==> config.mk <==
export PLATFORM = sky130hd
export DESIGN_NAME = imu_frame_parser
export DESIGN_NICKNAME = d
export VERILOG_FILES = /design/src/rtl/ifp_pkg.sv /design/src/rtl/imu_frame_parser.sv
export SDC_FILE = /design/constraint.sdc
export NUM_CORES = 1
export LEC_CHECK = 0
export ABC_AREA = 1
export BUFFER_PORTS_ARGS = -buffer_cell sky130_fd_sc_hd__buf_2
export CORE_ASPECT_RATIO = 0.75
export CORE_MARGIN = 8
export CORE_UTILIZATION = 25
export DETAILED_ROUTE_END_ITERATION = 8
export PLACE_DENSITY = 0.45
export REMOVE_ABC_BUFFERS = 1
export SLEW_MARGIN = 20
export SYNTH_ARGS = -nofsm -noshare
export SYNTH_HDL_FRONTEND = slang
export SYNTH_SLANG_ARGS = --single-unit
==> constraint.sdc <==
create_clock -name clk_i -period 7.2 [get_ports clk_i]
set_clock_uncertainty 0.1 [all_clocks]
set_input_delay 1.44 -clock clk_i [delete_from_list [all_inputs] [get_ports clk_i]]
set_output_delay 1.44 -clock clk_i [all_outputs]
set_load 0.02 [all_outputs]
==> src/rtl/ifp_pkg.sv <==
package ifp_pkg;

  localparam logic [7:0]  HdrByte    = 8'h55;
  localparam logic [7:0]  KindAcc    = 8'h51;
  localparam logic [7:0]  KindAng    = 8'h53;
  localparam int unsigned DataLen    = 8;
  localparam int unsigned PosW       = $clog2(DataLen);
  localparam logic [15:0] LimitReset = 16'd5000;
  localparam logic [15:0] CountMax   = 16'hFFFF;

  localparam int unsigned UserW = 4;
  localparam int unsigned DataW = 64;

  // tuser bit positions
  localparam int unsigned UserOkBit      = 2;
  localparam int unsigned UserRestartBit = 3;

  typedef enum logic [3:0] {
    PhHunt = 4'b0001,
    PhType = 4'b0010,
    PhData = 4'b0100,
    PhSum  = 4'b1000
  } phase_e;

  typedef struct packed {
    logic [UserW-1:0] user;
    logic [DataW-1:0] data;
  } result_t;

endpackage

==> src/rtl/imu_frame_parser.sv <==
// Frame parser for an inertial sensor byte stream. It takes one received byte
// per accepted word, hunts for the 0x55 header and a 0x51/0x52/0x53 type byte,
// gathers eight data bytes and checks the trailing sum byte. One result word
// leaves per completed frame with the kind, four signed little-endian data
// words and the checksum verdict; bad frames advance a saturating failure
// counter, and when that counter exceeds failure_limit the result carries a
// restart request and the counter clears. A byte may enter on every clock:
// parse state updates in the accept cycle and the result lands in an output
// register backed by one skid register, so the input stalls only when both
// hold results the sink has not taken.
module imu_frame_parser (
  input  logic        clk_i,
  input  logic        rst_ni,
  input  logic        cfg_valid_i,
  output logic        cfg_ready_o,
  input  logic [15:0] cfg_data_i,     // failure_limit
  input  logic        s_axis_tvalid,
  output logic        s_axis_tready,
  input  logic [7:0]  s_axis_tdata,   // rx_byte
  output logic        m_axis_tvalid,
  input  logic        m_axis_tready,
  output logic [63:0] m_axis_tdata,   // word_a, word_b, word_c, word_d
  output logic [3:0]  m_axis_tuser    // frame_kind[1:0], checksum_ok, restart_request
);

  ifp_pkg::phase_e            phase_q, phase_d;
  logic [ifp_pkg::PosW:0]     pos_q, pos_d;
  logic [7:0]                 sum_q, sum_d;
  logic [1:0]                 kind_q, kind_d;
  logic [7:0]                 data_q [ifp_pkg::DataLen];
  logic [15:0]                fail_cnt_q, fail_cnt_d;
  logic [15:0]                limit_q;

  ifp_pkg::result_t           out_q, out_d, skid_q, skid_d, res;
  logic                       out_v_q, out_v_d, skid_v_q, skid_v_d;

  logic                       in_acc, emit, ok, restart;
  logic [15:0]                cnt_bumped;
  logic [7:0]                 sum_next;

  assign cfg_ready_o   = 1'b1;
  assign s_axis_tready = !skid_v_q;
  assign in_acc        = s_axis_tvalid && s_axis_tready;
  assign emit          = in_acc && (phase_q == ifp_pkg::PhSum);

  assign m_axis_tvalid = out_v_q;
  assign m_axis_tdata  = out_q.data;
  assign m_axis_tuser  = out_q.user;

  assign sum_next   = sum_q + s_axis_tdata;
  assign ok         = (sum_q == s_axis_tdata);
  assign cnt_bumped = (ok || fail_cnt_q == ifp_pkg::CountMax) ? fail_cnt_q
                                                              : fail_cnt_q + 16'd1;
  assign restart    = (cnt_bumped > limit_q);

  always_comb begin
    res.data = {data_q[7], data_q[6], data_q[5], data_q[4],
                data_q[3], data_q[2], data_q[1], data_q[0]};
    res.user = {restart, ok, kind_q};
  end

  // parse state
  always_comb begin
    phase_d    = phase_q;
    pos_d      = pos_q;
    sum_d      = sum_q;
    kind_d     = kind_q;
    fail_cnt_d = fail_cnt_q;
    if (in_acc) begin
      case (phase_q)
        ifp_pkg::PhHunt: begin
          if (s_axis_tdata == ifp_pkg::HdrByte) begin
            sum_d   = ifp_pkg::HdrByte;
            phase_d = ifp_pkg::PhType;
          end
        end
        ifp_pkg::PhType: begin
          if (s_axis_tdata >= ifp_pkg::KindAcc && s_axis_tdata <= ifp_pkg::KindAng) begin
            kind_d  = 2'(s_axis_tdata - ifp_pkg::KindAcc);
            sum_d   = sum_next;
            pos_d   = '0;
            phase_d = ifp_pkg::PhData;
          end else if (s_axis_tdata == ifp_pkg::HdrByte) begin
            sum_d = ifp_pkg::HdrByte;
          end else begin
            phase_d = ifp_pkg::PhHunt;
          end
        end
        ifp_pkg::PhData: begin
          sum_d = sum_next;
          pos_d = pos_q + 1'b1;
          if (pos_q == (ifp_pkg::PosW+1)'(ifp_pkg::DataLen - 1)) begin
            phase_d = ifp_pkg::PhSum;
          end
        end
        ifp_pkg::PhSum: begin
          fail_cnt_d = restart ? '0 : cnt_bumped;
          phase_d    = ifp_pkg::PhHunt;
          pos_d      = '0;
          sum_d      = '0;
        end
        default: begin
          phase_d = ifp_pkg::PhHunt;
        end
      endcase
    end
  end

  // output register with one skid word behind it
  always_comb begin
    out_d    = out_q;
    out_v_d  = out_v_q;
    skid_d   = skid_q;
    skid_v_d = skid_v_q;
    if (!out_v_q || m_axis_tready) begin
      if (skid_v_q) begin
        out_d    = skid_q;
        out_v_d  = 1'b1;
        skid_v_d = 1'b0;
      end else begin
        out_d   = res;
        out_v_d = emit;
      end
    end else if (emit) begin
      skid_d   = res;
      skid_v_d = 1'b1;
    end
  end

  always_ff @(posedge clk_i or negedge rst_ni) begin
    if (!rst_ni) begin
      phase_q    <= ifp_pkg::PhHunt;
      pos_q      <= '0;
      sum_q      <= '0;
      kind_q     <= '0;
      fail_cnt_q <= '0;
      limit_q    <= ifp_pkg::LimitReset;
      out_v_q    <= 1'b0;
      skid_v_q   <= 1'b0;
    end else begin
      phase_q    <= phase_d;
      pos_q      <= pos_d;
      sum_q      <= sum_d;
      kind_q     <= kind_d;
      fail_cnt_q <= fail_cnt_d;
      out_v_q    <= out_v_d;
      skid_v_q   <= skid_v_d;
      if (cfg_valid_i && cfg_ready_o) begin
        limit_q <= cfg_data_i;
      end
    end
  end

  always_ff @(posedge clk_i) begin
    out_q  <= out_d;
    skid_q <= skid_d;
    if (in_acc && phase_q == ifp_pkg::PhData) begin
      data_q[pos_q[ifp_pkg::PosW-1:0]] <= s_axis_tdata;
    end
  end

endmodule

==> results of run 1 <==
==> sequential cells by signal, summed over array words and instances (netlist names) <==
| register | flops |
|---|---|
| skid_q | 68 |
| data_q | 64 |
| m_axis_tdata | 64 |
| fail_cnt_q | 16 |
| limit_q | 16 |
| sum_q | 8 |
| m_axis_tuser | 4 |
| phase_q | 4 |
| pos_q | 4 |
| kind_q | 2 |
| m_axis_tvalid | 1 |
| skid_v_q | 1 |
==> layer usage <==
metal  routed length, µm  share of wire [%]  global-route usage, %
met5                   0                  0                      0
met4                 706                2.9                   3.13
met3                1160                4.7                   2.16
met2               10700                 43                   15.0
met1               12000                 49                   13.9
==> worst max path at each step <==
| stage | end |
|---|---|
| 2_1_floorplan | skid_q[0]$_DFFE_PP_ |
| 4_1_cts | m_axis_tuser[3]$_DFFE_PN_ |
| 6_report | m_axis_tuser[3]$_DFFE_PN_ |
| 3_5_place_dp | m_axis_tuser[3]$_DFFE_PN_ |
| 3_3_place_gp | m_axis_tuser[3]$_DFFE_PN_ |
| 5_1_grt | m_axis_tuser[3]$_DFFE_PN_ |
==> report_power, final <==
part	internal, W	total [W]	switching (W)
clock network	0.000821	0.00140	0.000582
logic	0.0000695	0.000213	0.000143
registers	0.00160	0.00162	0.0000273
==> synth_stat cells, drive strengths merged (4+ instances only) <==
cell / number / area share (%)
xor2: 12 / 1.1
a21oi: 21 / 1.1
dfrtp: 46 / 11
dfstp: 6 / 1.5
buf: 8 / 0.53
nand3b: 4 / 0.28
o21ai: 31 / 1.5
clkbuf: 16 / 0.57
nor2: 43 / 1.9
nand2: 382 / 14
inv: 83 / 2.9
nand4: 7 / 0.41
nand3: 46 / 2.3
ha: 27 / 3.2
edfxtp: 200 / 57
nor3: 9 / 0.53
==> worst max-delay path: stages <==
cell	delay (ns)
buf_2	0.28
ha_1	0.33
inv_2	0.08
nand2_1	0.05
nor2_1	0.12
nand3_2	0.25
nand2_2	0.30
nand2_1	0.08
nand2_1	0.09
inv_2	0.04
ha_1	0.26
nand2_1	0.04
nor2_1	0.13
nor3b_1	0.29
nand4_1	0.14
nand2_2	0.32
o21ai_0	0.12
==> area by class of cell <==
| cell class | instances | area share [%] |
|---|---|---|
| multi-input cells | 594 | 22.7 |
| clock buffers | 30 | 5.57 |
| inverters | 83 | 2.45 |
| well taps | 569 | 5.60 |
| repair buffers | 111 | 4.62 |
| clock inverters | 22 | 1.59 |
| flip-flops and latches | 252 | 57.5 |
==> logic make-up (layout without fill, tap and decap cells) <==
kind of cell / count (synthesis) / count (layout) / share of synthesized area, %
AND/OR/NAND/NOR: 493 / 493 / 19.4
adder cells (fa/ha/maj): 28 / 28 / 3.37
flip-flops: 252 / 252 / 68.9
buffers and inverters: 107 / 246 / 4.03
other: 1 / 1 / 0.0353
XOR/XNOR: 13 / 13 / 1.14
multiplexers: 1 / 1 / 0.106
AO/OA/AOI/OAI: 58 / 58 / 2.98
==> metrics by stage <==
step / cells / hold WS [ns] / setup slack (ns) / power (W) / area [µm²]
floorplan: 929 / 0.327 / 0.539 / 0.00179 / 10500
global placement: 1609 / 0.332 / 2.51 / 0.00186 / 11800
detailed placement: 1609 / 0.333 / 2.43 / 0.00187 / 11800
CTS: 1661 / 0.345 / 3.00 / 0.00330 / 12700
global route: 1661 / 0.351 / 2.62 / 0.00339 / 12700
finish: 1661 / 0.343 / 2.98 / 0.00324 / 12700
==> results by group, run 1 <==
Synthesis
  • EDFF count, synth: 200
  • Asr flop ratio synth: 20.6%
  • Register area share after synthesis: between 60 and 70%
  • Ys flop type: edfxtp_1
  • Cells after Synth: about 950
  • Netlist cell types: 40
  • Syn_area_per_cell: between 10 and 15 µm²
  • Synthesis warning total: 0
  • Mapped Area: ~11000 µm²
  • Synth Register Bits: 252

Setup path
  • Setup crit start: s_axis_tdata[5]
  • Reg2reg end: m_axis_tuser[3]$_DFFE_PN_
  • Worst EP required: around 7.4 ns
  • CP Class: input pin to flip-flop
  • Reg2Reg Depth: 17
  • Reg-to-reg critical path startpoint: sum_q[2]$_DFFE_PN0P_
  • Critical Path Source Type: input pin
  • Data arrival, critical path: 4.40 ns
  • Crit Path Max Fanout: 18
  • Crit end category: flip-flop
  • R2r setup slk: 3.75 ns

Floorplan
  • # rows: 65
  • IO Pins: 100
  • Die Span X: between 200 and 300 µm
  • CORE AREA: 42000 µm²
  • Die area: ~49000 µm²
  • Die Ht: 194 µm
  • Initial core utilization: 25.3%

STA
  • Crit path time final: between 4 and 5 ns
  • Final Max Tran Viols: 0
  • Worst-Margin Slew: 0.981 ns
  • Setup violators final: 0
  • RSZ-0062 raised after global routing: no
  • Relative slew slack: 34.6%
  • Final setup TNS: 0 ns
  • Tcrit/Tclk final: 58.7%
  • Fmax: 237 MHz
  • Final hold viol count: 0

Min path
  • Hold Path Depth: 0
  • Hold Crit Class: flip-flop to flip-flop
  • Hold EP: skid_q[5]$_DFFE_PP_
  • Hold_sp: data_q[0][5]$_DFFE_PP_

Drt
  • First-pass DRT Iterations: 5
  • Initial DRC Count: 393
  • Via count: 6718
  • Routed Antenna Nets: 0
  • Routed WL: around 25000 µm
  • Via-to-Cell Ratio: 4.04
  • Post-DR wirelength/cell: 14.8 µm
  • Remaining DRCs: 0

Power
  • P per Cell Area: 255 nW/µm²
  • Static Leak: 5.45 nW
  • IR drop worst, VDD: roughly 160 µV

Job
  • MaxCap Viol Count: 0

Final layout
  • Commonest non-fill, non-tap cells in the layout: nand2_1 (372), edfxtp_1 (200), buf_2 (98), inv_1 (66), dfrtp_1 (45)
  • Inserted Diodes: 0
  • Multi-input gate area: 2890 µm²
  • Area Growth Syn to Fin: 19.9%
  • Nets: 1127
  • Most common cell after layout, fill and taps aside: nand2_1
  • Layout cells sized above 1: 18.7%
  • Sequential Area: 7320 µm²
  • Fillers: 4374
  • Layout Utilization: 30.3%

Clocking
  • CTS clk-pin slew, worst paths: 0.06 ns
  • Root buffer cell: clkbuf_16
  • Worst skew pair latency: between 0.5 and 0.6 ns
  • Hold Buf Count CTS: 0
  • Post-CTS Setup Bufs: 0
  • H-tree level count: 1
  • # clock sinks: 252
  • CTS resizes: 0
  • TritonCTS clock tree: done
  • CTS Buffer Depth: 3
  • TritonCTS buffer count: 28

Global route
  • Pin count of the biggest net entering global routing: 71
  • Number of global-route vias before repair: between 6000 and 7000
  • Initial antenna violation count: 0
  • Global-route wire length before repair: about 39000 µm
  • GRT Total Usage: 9.89%
  • Grt ovf: 0

Placed design
  • Port bufs: 98
  • Hpwl dp: 16200 µm
  • Routability cong.: 0.808

Run status
  • Status: finished, final reports clean
(Power assumes the default switching activity.)
==> run 2: changes to the inputs <==
==> constraint.sdc (replaced) <==
create_clock -name clk_i -period 4.31 [get_ports clk_i]
set_clock_uncertainty 0.1 [all_clocks]
set_input_delay 0.862 -clock clk_i [delete_from_list [all_inputs] [get_ports clk_i]]
set_output_delay 0.862 -clock clk_i [all_outputs]
set_load 0.02 [all_outputs]
==> run 2 against run 1 <==
Net effect:
- core utilization increased by 0.24 points
- clock-buffer cell count decreased by 2
- die area unchanged
- total power increased by 69%
- highest routed layer unchanged
==> results by group, run 2 (synthesis gave the netlist of run 1 again) <==
Global route
  • Grt ovf: 0 (unchanged)
  • Global-route wire length before repair: 39700 µm (+1.4%)
  • Pin count of the biggest net entering global routing: 71 (unchanged)
  • Number of global-route vias before repair: 6892 (+1.3%)
  • Initial antenna violation count: 0 (unchanged)
  • GRT Total Usage: 10.1% (+0.22 points)

Clocking
  • TritonCTS clock tree: done
  • Worst skew pair latency: 0.56 ns (about the same)
  • # clock sinks: 252 (unchanged)
  • Root buffer cell: clkbuf_16
  • CTS resizes: 0 (unchanged)
  • CTS Buffer Depth: 3 (unchanged)
  • Hold Buf Count CTS: 0 (unchanged)
  • Post-CTS Setup Bufs: 0 (unchanged)
  • CTS clk-pin slew, worst paths: 0.06 ns (about the same)
  • TritonCTS buffer count: 28 (unchanged)
  • H-tree level count: 1 (unchanged)

Placed design
  • Hpwl dp: 16500 µm (+1.8%)
  • Post-Place Setup Slack: 0.106 ns (-2.33 ns)
  • Port bufs: 98 (unchanged)
  • Routability cong.: 0.822 (+1.7%)

Floorplan
  • Die Ht: 194 µm (unchanged)
  • Die area: 49400 µm² (unchanged)
  • Initial core utilization: 25.3% (unchanged)
  • CORE AREA: 42000 µm² (unchanged)
  • # rows: 65 (unchanged)
  • Die Span X: 254 µm (unchanged)
  • IO Pins: 100 (unchanged)

Setup path
  • Worst path max stage delay: 0.37 ns (+0.04 ns)
  • CP Cell Sequence: buf_2, ha_1, inv_2, nand2_1, nor2_1, nand3_2, inv_2, nor2_4, nand2_1, nand2_1, inv_2, ha_1, nand2_1, nor2_1, nor3b_1, nand4_1, nand2_2, o21ai_0
  • Crit Path Max Fanout: 18 (unchanged)
  • CP Buf/Inv Count: 4 (+1)
  • CP max stage cell: ha_1
  • Data arrival, critical path: 3.80 ns (-0.60 ns)
  • Crit end category: flip-flop
  • Worst EP required: 4.48 ns (-2.89 ns)
  • CP Class: input pin to flip-flop
  • Crit-path most repeated cell: nand2_1
  • Critical Path Source Type: input pin
  • WP depth: 18 (+1)
  • Reg2Reg Depth: 17 (unchanged)
  • Top Family by Delay on Critical Path: simple AND/OR/NAND/NOR gates

Drt
  • Routed Antenna Nets: 0 (unchanged)
  • Post-DR wirelength/cell: 15.0 µm (+1.5%)
  • Remaining DRCs: 0 (unchanged)
  • Via-to-Cell Ratio: 4.08 (+0.96%)
  • Via count: 6819 (+1.5%)
  • Initial DRC Count: 392 (-0.25%)
  • Routed WL: 25000 µm (+2.0%)
  • First-pass DRT Iterations: 5 (unchanged)

STA
  • RSZ-0062 raised after global routing: no
  • Relative slew slack: 42.1% (+7.5 points)
  • Worst-Margin Slew: 0.869 ns (-0.112 ns)
  • Crit path time final: 3.63 ns
  • Tcrit/Tclk final: 84.1%
  • Fmax: 276 MHz
  • Final worst setup slack: 0.684 ns (-2.29 ns)
  • Final Max Tran Viols: 0 (unchanged)
  • Hold_ws: 0.298 ns (-0.0456 ns)
  • Final hold viol count: 0 (unchanged)
  • Setup violators final: 0 (unchanged)

Power
  • Clk network pwr share: 43.8% (+0.5 points)
  • P per Cell Area: 427 nW/µm² (+68%)
  • Switching pwr: 0.00127 W (+68%)
  • IR drop worst, VDD: 275 µV (+71%)
  • Int Power: 0.00421 W (+69%)
  • Sw Share: 23.1% (-0.095 points)
  • Static Leak: 5.49 nW (+0.78%)
  • Logic pwr share: 6.6% (about the same)
  • Reg power frac: 49.6% (-0.5 points)

Final layout
  • Fillers: 4398 (+0.55%)
  • Commonest non-fill, non-tap cells in the layout: nand2_1 (372), edfxtp_1 (200), buf_2 (98), inv_1 (66), dfrtp_1 (45)
  • Top reg by flops: skid_q
  • Layout cells sized above 1: 19.1% (+0.39 points)
  • Inserted Diodes: 0 (unchanged)
  • Area Growth Syn to Fin: 20.9%
  • Max reg flops: 68 (unchanged)
  • Nets: 1136 (+0.80%)
  • Most common cell after layout, fill and taps aside: nand2_1

Run status
  • Status: finished, final reports clean

Job
  • MaxCap Viol Count: 0 (unchanged)

Min path
  • Hold Crit Class: input pin to asynchronous set/reset pin
-- run 2: cell count changes in the layout (fill, tap and decap cells not counted) --
| cell | change |
|---|---|
| clkinv_2 | -5 |
| clkbuf_1 | -2 |
| bufinv_16 | +1 |
| buf_4 | +8 |
| buf_12 | +1 |
| inv_6 | -1 |
| clkinv_1 | +5 |
| clkinvlp_4 | +2 |
-- run 2: area by class of cell --
cell class / count / area, µm² / area share (%)
flip-flops and latches: 252 / 7320 / 57.0
multi-input cells: 594 / 2890 / 22.5
well taps: 569 / 712 / 5.55
clock buffers: 28 / 701 / 5.46
repair buffers: 120 / 668 / 5.21
inverters: 83 / 312 / 2.43
clock inverters: 24 / 233 / 1.81
-- run 2: through the flow --
| step | total power, W | util [%] | cell area, µm² | cells | TNS, ns |
|---|---|---|---|---|---|
| after global placement | 0.00312 | 28.3 | 11900 | 1618 | 0 |
| final | 0.00547 | 30.6 | 12800 | 1670 | 0 |
| after CTS | 0.00556 | 30.6 | 12800 | 1670 | 0 |
| after global routing | 0.00571 | 30.6 | 12800 | 1670 | 0 |
| after floorplan | 0.00299 | - | 10500 | 929 | -121.56 |
| after detailed placement | 0.00313 | 28.3 | 11900 | 1618 | 0 |
-- run 2: worst paths after layout --
kind,startpoint,to,slack (ns)
worst max-delay path,s_axis_tdata[5],m_axis_tuser[3]$_DFFE_PN_,0.68
worst min-delay path,rst_ni,limit_q[6]$_DFFE_PN0P_,0.30
worst max register to register,sum_q[2]$_DFFE_PN0P_,m_axis_tuser[3]$_DFFE_PN_,0.75
worst min register to register,data_q[3][2]$_DFFE_PP_,skid_q[26]$_DFFE_PP_,0.35
max in group asynchronous,rst_ni,phase_q[0]$_DFFE_PN1P_,2.97
min in group clk_i,data_q[3][2]$_DFFE_PP_,skid_q[26]$_DFFE_PP_,0.35
-- run 2: power groups by stage --
stage               combinational [W]  clock, W  sequential [W]
floorplan                    0.000239         0         0.00275
global route                 0.000422   0.00257         0.00272
CTS                          0.000367   0.00248         0.00271
finish                       0.000361   0.00240         0.00271
global placement             0.000359         0         0.00276
detailed placement           0.000366         0         0.00276
-- run 2: routing by layer --
| layer | track usage [%] | part of all wire [%] |
|---|---|---|
| met5 | 0 | 0 |
| met2 | 15.3 | 43 |
| met4 | 2.56 | 2.1 |
| met3 | 2.08 | 5.2 |
| met1 | 14.6 | 50 |
-- run 2: worst register-to-register path, stage by stage, from the launching register on --
cell and delay [ns]:
dfrtp_1 0.40, ha_1 0.39, inv_2 0.04, nand2_1 0.06
nor2_1 0.05, nand3_2 0.18, inv_2 0.08, nor2_4 0.31
nand2_1 0.09, nand2_1 0.10, inv_2 0.04, ha_1 0.26
nand2_1 0.04, nor2_1 0.15, nor3b_1 0.35, nand4_1 0.16
nand2_2 0.33, o21ai_0 0.13
